<file path="src/t3blur_pkg.sv">
`timescale 1ns / 1ps

package t3blur_pkg;

	localparam int DEF_MAX_HEIGHT = 16;
	localparam int DEF_MAX_WIDTH  = 16;

	localparam int DIM_W   = 5;
	localparam int COORD_W = 4;
	localparam int DATA_W  = 16;
	localparam int WGT_W   = 17;
	localparam int ACC_W   = 21;
	localparam int IDX_W   = 2;

	localparam logic [DIM_W-1:0]  RST_GRID_HEIGHT = 5'd16;
	localparam logic [DIM_W-1:0]  RST_GRID_WIDTH  = 5'd16;
	localparam logic [DATA_W-1:0] RST_BLUR_AMOUNT = 16'd7864;

	// floor(b/6) for any 16-bit b as (b * 43691) >> 18
	localparam logic [DATA_W-1:0] DIV6_MULT  = 16'd43691;
	localparam int                DIV6_SHIFT = 18;

	localparam logic [WGT_W-1:0]  ONE_Q16 = 17'h10000;
	localparam logic [DATA_W-1:0] SAT_MAX = 16'hFFFF;

	typedef enum logic [IDX_W-1:0] {
		CFG_GRID_HEIGHT = 2'd0,
		CFG_GRID_WIDTH  = 2'd1,
		CFG_BLUR_AMOUNT = 2'd2,
		CFG_UNUSED      = 2'd3
	} cfg_idx_t;

	typedef enum logic {
		ACT_WRITE = 1'b0,
		ACT_READ  = 1'b1
	} action_t;

	typedef enum logic [2:0] {
		ST_IDLE,
		ST_READ,
		ST_DRAIN1,
		ST_DRAIN2,
		ST_FINISH
	} state_t;

	typedef struct packed {
		logic start;
		logic issue;
		logic load;
	} cmd_t;

	typedef struct packed {
		logic rd_go;
		logic last;
		logic out_free;
	} status_t;

endpackage

</file>
<file path="src/t3blur_ctrl.sv">
`timescale 1ns / 1ps

module t3blur_ctrl (
	input  logic                clk,
	input  logic                arst_n,
	input  logic                in_valid,
	output logic                in_ready,
	input  t3blur_pkg::status_t sts,
	output t3blur_pkg::cmd_t    cmd
);
	import t3blur_pkg::*;

	state_t state_q;
	state_t state_nxt;

	always_ff @(posedge clk or negedge arst_n) begin
		if (!arst_n) begin
			state_q <= ST_IDLE;
		end else begin
			state_q <= state_nxt;
		end
	end

	always_comb begin
		state_nxt = state_q;
		case (state_q)
			ST_IDLE: begin
				if (in_valid && sts.rd_go) begin
					state_nxt = ST_READ;
				end
			end
			ST_READ: begin
				if (sts.last) begin
					state_nxt = ST_DRAIN1;
				end
			end
			ST_DRAIN1: state_nxt = ST_DRAIN2;
			ST_DRAIN2: state_nxt = ST_FINISH;
			ST_FINISH: begin
				if (sts.out_free) begin
					state_nxt = ST_IDLE;
				end
			end
			default: state_nxt = ST_IDLE;
		endcase
	end

	always_comb begin
		in_ready  = 1'b0;
		cmd       = '0;
		case (state_q)
			ST_IDLE: begin
				in_ready  = 1'b1;
				cmd.start = in_valid;
			end
			ST_READ:   cmd.issue = 1'b1;
			ST_DRAIN1: ;
			ST_DRAIN2: ;
			ST_FINISH: cmd.load = sts.out_free;
			default: ;
		endcase
	end

endmodule

</file>
<file path="config.mk">
export PLATFORM = sky130hd
export DESIGN_NAME = t3blur_ctrl
export DESIGN_NICKNAME = d
export VERILOG_FILES = /design/src/t3blur_pkg.sv /design/src/t3blur_ctrl.sv
export SDC_FILE = /design/constraint.sdc
export NUM_CORES = 1
export LEC_CHECK = 0
export ABC_CLOCK_PERIOD_IN_PS = 1500
export BUFFER_PORTS_ARGS = -buffer_cell sky130_fd_sc_hd__buf_2
export CORE_AREA = 5 5 42 44
export DETAILED_ROUTE_END_ITERATION = 8
export DIE_AREA = 0 0 47 49
export GPL_ROUTABILITY_DRIVEN = 1
export GPL_TIMING_DRIVEN = 0
export SLEW_MARGIN = 15
export SYNTH_ARGS = -nofsm -noshare
export SYNTH_HDL_FRONTEND = slang
export SYNTH_SLANG_ARGS = --single-unit
</file>
<file path="constraint.sdc">
create_clock -name clk -period 1.5 [get_ports clk]
set_input_delay 0.075 -clock clk [delete_from_list [all_inputs] [get_ports clk]]
set_output_delay 0.075 -clock clk [all_outputs]
set_load 0.005 [all_outputs]
</file>
After elaboration in Yosys (flattened, before gate mapping)
Index checks and enable logic that the tools add are counted.

word-level totals
  bits of input ports = 6
  logic and storage cells = 19
  register bits = 3
  output and inout port bits = 4

operators by class
  multiplexer cells = 8
  reduce and logical (&&, ||, !) cells = 3
  eq/ne operators = 7

operators with widths
  cell                                            number
  case mux 3 bit (5 select lines)                 1
  two-way mux 3 bit                               3
  == test 3 x 2 -> 1 bit (second input constant)  2
  inequality test 2 bit (second input constant)   3
  two-way mux 1 bit                               4
  == test 3 x 1 -> 1 bit (second input constant)  1
  == test 3 bit (second input constant)           1
  zero test 3 bit                                 1
  AND reduction 3 bit                             1
  logical AND 1 bit                               1

Logic depth before layout (Yosys ltp)
Gate-level depths: netlist (run 1).

  word-level depth = 3
  depth in mapped cells = 2
  depth with buffers taken out = 2

Worst setup path before layout (run 1)
Ideal clock, no wire load.

  path kind = reg-to-reg
  from = register state_q[2]
  to = register state_q[0]
  period minus slack after synthesis = 1.079 ns
  setup slack = 0.421 ns
  data arrival time = 0.983 ns
  cell stages (with the launch flop) = 3
  required time = 1.405 ns
  buffers on the path = 0
  cell sequence = dfrtp_1 -> or4b_1 -> o31ai_1

on the way
  cells in the longest elaborated chain, start to end = 3

RTL lines
  what                                                  line               RTL
  start: declaration                                    t3blur_ctrl.sv:13  state_t state_q;
  start signal: assignment                              t3blur_ctrl.sv:20  state_q <= state_nxt;
  == test 3 x 1 -> 1 bit, or another cell as far along  t3blur_ctrl.sv:26  case (state_q)
  inequality test 2 bit (no source line)                n/a
  AND reduction 3 bit (no source line)                  n/a

Parallel ways exist; a longest one is shown, timed or not.
A chain may end at the register's enable or synchronous reset.

==> results.md, run 1 <==
* Status: complete, no violations
* Setup TNS at 0 ns
* HP Class: in2reg
* Slew headroom at a little over four fifths
* Post-synthesis cell count at 16
* Vias at 180
* Hold Path Stages at 3
* Vias in the first global route at 165
* Width of the die at 47 um
* Ordered cell list for the critical path: nor3_1, and2_1, buf_2
* Setup bufs post-CTS at 0
* Final WL at roughly 450 um
* Fin crit share at 83.4%
* Area fraction of the dominant cell type after synthesis at 45.1%
* Synth area leaders: dfrtp_1, or4b_1, and4bb_2
* Wire length of the first global-routing pass at 683 um
* Critical Path End Type: output pin
* Fin Clk Skew at 0.00248 ns
* Antenna violations before repair at 0
* Synthesized area per cell at 10.4 sq um
* Drt initial violations at 1
* DIE AREA at 0.00230 sq mm
* Biggest regs: state_q: 3 flops
* Delay-heaviest family, CP: flip-flops
* Port-buffer cells at 9
* CTS Buf Count at 3
* I/O Pins at 10
* Max FFs per register at 3
* Reg with most FFs: state_q
* Worst r2r src: state_q[2]$_DFFE_PN0P_
* Worst hold start: sts[1]
* Fin nets at 37
* Register area share after synthesis at a little under half
* 1st-pass router iterations at 2
* Slew @ Worst Pin at 0.229 ns
* CTS tree: built
* Crit path launch type: register
* # diodes at 0
* Area grow syn2layout at 60.9%
* Slowest cell on crit path: dfrtp_1
* Worst setup margin at about 0.25 ns
* Hold Fails Final Rpt at 0
* RR Endpoint: state_q[0]$_DFFE_PN0P_
* Max-cap violation count at 0
* Antenna Violating Nets Remaining at 0
* Core Util, Final at 19.1%
* Synth cell types at 12
* Initial core utilization at 11.9%
* Largest net degree at the start of global routing at 10
* Drt via density at 3.91
* RSZ-0062 raised after global routing: false
* CTS sink count at 3
* Max Slew Vio Count at 0
* Cell Area, Synth at around 170 sq um
* Crit-path max FO at 8
* Core area at 0.00140 sq mm
* Row count at 14
* Clk buf depth at 2
* Root Buffer: clkbuf_4
* Worst skew pair latency at 0.23 ns
* F_max at roughly 0.8 GHz
* Worst hold margin at 0.124 ns
* Fillers at 166
* FF/Latch Area at 75.1 sq um
* Critical Path RT at 1.42 ns
* Yosys warning count at 0
* GRT Resource Usage Total at 4.80%
* H-Tree Level Count at 1
* #FFs+latches synth at 3
* PD cells at 1790 mW/mm^2
* Die span in y at 49 um
* FF-to-FF setup slack at 0.34 ns
* Leakage at 0.121 nW
* Post-Place Cells at between 40 and 50
* Global placement routability congestion at around 0.62
* Count of final setup violators at 0
* DRC Markers at 0
* GRT Residual Overflow at 0
* Buf/Inv on CP at 1
* Clock transition at the registers of the reported paths at ~0.04 ns
* Hold endpoint: state_q[1]$_DFFE_PN0P_
* Worst slack, placed at 0.346 ns
* Post-Layout Cell Count at 46
* Fraction of layout cells with a size suffix above 1 at 43.3%
* Dominant cell type by area after synthesis: dfrtp_1
* Arr. time, crit path at between 1 and 1.5 ns
* Footprint of the multi-input gates at just over 90 sq um
* FF-to-FF path depth at 2
* Critical Path Max Stage Delay at roughly 0.44 ns
* WL/cell at 9.74 um
* Fin crit period at 1.25 ns
* Maximum vdd ir drop at 0.000310 V
* Syn Nets at 22
* Worst setup path category: reg2out
## layout make-up
class | instances | area share (%)
tap | 16 | 7.48
sequential | 3 | 28.0
clock buffer | 4 | 9.81
multi-input combinational | 13 | 34.1
timing repair buffer | 10 | 20.6
## cells in the final DEF, fill, tap and decap left out, drive strengths merged
cell         synthesis  routed
dfrtp                3       3
and2                 1       1
o31ai                1       1
a21oi                2       2
nor3                 1       1
nand2b               1       1
nand3b               1       1
and4bb               1       1
nor3b                1       1
buf                  0       9
o21ai                1       1
or4b                 2       2
dlygate4sd3          0       1
nand2                1       1
clkbuf               0       4
## per-stage QoR
stage	total power, mW	instance area [sq um]
floorplan	0.257	166
global placement	0.331	231
detailed placement	0.336	231
CTS	0.490	268
global route	0.527	268
finish	0.479	268
## power by group
group / internal (mW) / switching (mW)
Clock: 0.0999 / 0.0452
Sequential: 0.115 / 0.0636
Combinational: 0.0975 / 0.0583
Total: 0.312 / 0.167
## worst min-delay path, stage by stage
cell      delay (ns)
buf_2           0.10
nand3b_1        0.07
a21oi_1         0.07
## metal layers
metal,vias to the layer above,share of wire [%],track usage [%]
met5,-,0,0
met4,0,9.2,9.68
met3,4,13,0.738
li1,89,-,-
met1,75,40,5.32
met2,12,38,4.75
## timing repair
action / CTS / global route
hold endpoints to repair: 3 / 0
resized for setup: 0 / 0
hold buffers: 1 / 0
## logic make-up (layout without fill, tap and decap cells)
| family | count (synthesis) | after routing | synth area share [%] |
|---|---|---|---|
| AND/OR/NAND/NOR | 9 | 9 | 41.4 |
| AO/OA/AOI/OAI | 4 | 4 | 13.5 |
| flip-flops | 3 | 3 | 45.1 |
| buffers and inverters | 0 | 14 | 0 |
## cell usage after synthesis, drive strengths merged
cell,n
a21oi,2
and2,1
and4bb,1
dfrtp,3
nand2,1
nand2b,1
nand3b,1
nor3,1
nor3b,1
o21ai,1
o31ai,1
or4b,2
## worst max-delay path by stage
stage	from	endpoint	slack (ns)	cells after the start
final	state_q[2]$_DFFE_PN0P_	cmd[2]	0.25	3
after global routing	state_q[0]$_DFFE_PN0P_	cmd[2]	0.17	3
after CTS	state_q[2]$_DFFE_PN0P_	cmd[2]	0.24	3
after detailed placement	state_q[2]$_DFFE_PN0P_	state_q[0]$_DFFE_PN0P_	0.35	2
after global placement	state_q[2]$_DFFE_PN0P_	state_q[0]$_DFFE_PN0P_	0.36	2
after floorplan	state_q[2]$_DFFE_PN0P_	state_q[0]$_DFFE_PN0P_	0.42	2
No activity file was read; power rests on OpenSTA's default activity.
==> inputs of run 2 (changes only) <==
ABC_CLOCK_PERIOD_IN_PS = 1000   (was 1500)
clock period = 1 ns   (was 1.5 ns; I/O delays follow)
==> run 2 against run 1 <==
The flow now finishes with violations (setup timing). Utilization grew 2.7 points. Critical path depth shrank 1. Worst hold slack lost 0.046 ns. Clock power grew 50%. Cell count grew 4.3%. Flip-flop and latch count is the same. Global-route usage grew 1.1 points. Via count grew 8.3%. Clock skew grew 0.0011 ns. Largest cell class unchanged.
==> results.md, run 2 (synthesis results as in run 1) <==
* Wire length of the first global-routing pass at 848 um
* Antenna violations before repair at 0
* Crit path launch type: register
* Largest net degree at the start of global routing at 9
* Max-cap violation count at 0
* Initial core utilization at 11.9%
* Buf/Inv on CP at 0
* Area grow syn2layout at 83.5%
* Max FFs per register at 3
* Biggest regs: state_q: 3 flops
* Critical Path RT at 1.13 ns
* Root Buffer: clkbuf_4
* Crit-path max FO at 8
* Antenna Violating Nets Remaining at 0
* Row count at 14
* Slew headroom at 86.3%
* HP Class: in2reg
* DRC Markers at 0
* Ordered cell list for the critical path: or4b_1, o31ai_1
* Placement Cell Area at about 230 sq um
* Worst setup path category: reg2reg
* Commonest non-fill, non-tap cell in the layout: buf_2
* Core Util, Final at 21.8%
* Slowest cell on crit path: or4b_1
* Fin nets at 39
* Maximum vdd ir drop at 0.000511 V
* Vias at about 200
* Critical Path Max Stage Delay at between 0.5 and 0.6 ns
* CTS Buf Count at 3
* Final WL at 519 um
* F_max at 0.860 GHz
* Fin crit period at 1.16 ns
* Hold Fails Final Rpt at 0
* Die span in y at 49 um
* Most frequent cells in the layout: buf_2, clkbuf_4, buf_6, dfrtp_2
* Max Slew Vio Count at 0
* Clock transition at the registers of the reported paths at ~0.040 ns
* Count of final setup violators at 6
* Drt initial violations at 3
* GRT Residual Overflow at 0
* 1st-pass router iterations at 2
* H-Tree Level Count at 1
* Clk buf depth at 2
* Status: finished with violations
* Failing checks: setup timing
* I/O Pins at 10
* Port-buffer cells at 9
* CTS tree: built
* Core area at 0.00140 sq mm
* RSZ-0062 raised after global routing: true
* Critical Path End Type: register
* Fin Clk Skew at 0.00360 ns
* Arr. time, crit path at 1.30 ns
* Worst setup margin at -0.163 ns
* Leakage at 0.132 nW
* Drt via density at ~4
* Global placement routability congestion at 0.607
* Fin crit share at 116%
* Reg with most FFs: state_q
* GRT Resource Usage Total at under 10%
* PD cells at 2750 mW/mm^2
* Vias in the first global route at 217
* WL/cell at 10.8 um
* Worst skew pair latency at 0.24 ns
* Slew @ Worst Pin at between 0.2 and 0.25 ns
* Design area at 305 sq um
* Delay-heaviest family, CP: simple AND/OR/NAND/NOR gates
* DIE AREA at 0.00230 sq mm
* # diodes at 0
* CTS sink count at 3
* Width of the die at approximately 47 um
* Fraction of layout cells with a size suffix above 1 at 59.4%
* Worst hold margin at around 0.078 ns
[run 2: cell count changes in the layout (fill, tap and decap cells not counted), sizes merged]
cell | before | now
buf | 9 | 11
[run 2: power breakdown]
| part | leakage (nW) | switching (mW) | internal, mW |
|---|---|---|---|
| clock | 0.0150 | 0.0671 | 0.150 |
| combinational | 0.0821 | 0.120 | 0.222 |
| sequential | 0.0348 | 0.0988 | 0.182 |
[run 2: area by class of cell]
cell class	count	area, sq um
clock buffers	4	26.3
fillers	165	1100
multi-input cells	13	96.3
flip-flops and latches	3	78.8
well taps	16	20.0
repair buffers	12	83.8
[run 2: metrics by stage]
step | power, mW | setup TNS [ns] | cells | setup slack [ns]
6_report | 0.839 | -0.693 | 48 | -0.163
4_1_cts | 0.841 | -0.761 | 48 | -0.171
5_1_grt | 0.918 | -1.05 | 48 | -0.227
3_5_place_dp | 0.509 | -0.258 | 41 | -0.142
2_1_floorplan | 0.387 | -0.129 | 16 | -0.0735
3_3_place_gp | 0.502 | -0.236 | 41 | -0.134
[run 2: path summary, 6_finish.rpt]
| path | to | slack (ns) | cells past startpoint | from |
|---|---|---|---|---|
| hold reg to reg | state_q[1]$_DFFE_PN0P_ | 0.53 | 1 | state_q[2]$_DFFE_PN0P_ |
| hold / removal | state_q[2]$_DFFE_PN0P_ | 0.08 | 3 | sts[0] |
| max in group asynchronous | state_q[1]$_DFFE_PN0P_ | 0.74 | 2 | arst_n |
| setup reg to reg | state_q[0]$_DFFE_PN0P_ | -0.16 | 2 | state_q[1]$_DFFE_PN0P_ |
| setup / recovery | state_q[0]$_DFFE_PN0P_ | -0.16 | 2 | state_q[1]$_DFFE_PN0P_ |
| min in group asynchronous | state_q[0]$_DFFE_PN0P_ | 0.14 | 2 | arst_n |
[run 2: layer usage]
metal / wire (um) / vias up / global-route usage (%)
li1: - / 95 / -
met1: 195 / 85 / 5.75
met2: 236 / 11 / 7.47
met3: 52 / 4 / 0
met4: 36 / 0 / 11.1
met5: 0 / - / 0
[run 2: worst reg2reg max path: stages, from the launching register on]
cell	delay (ns)
dfrtp_2	0.45
or4b_1	0.53
o31ai_1	0.08
[run 2: what timing repair did]
item	CTS	global route
hold buffers	1	0
resized for setup	6	2
hold endpoints to repair	3	0
pin swaps	3	2
setup endpoints to repair	6	7
setup buffers	2	0
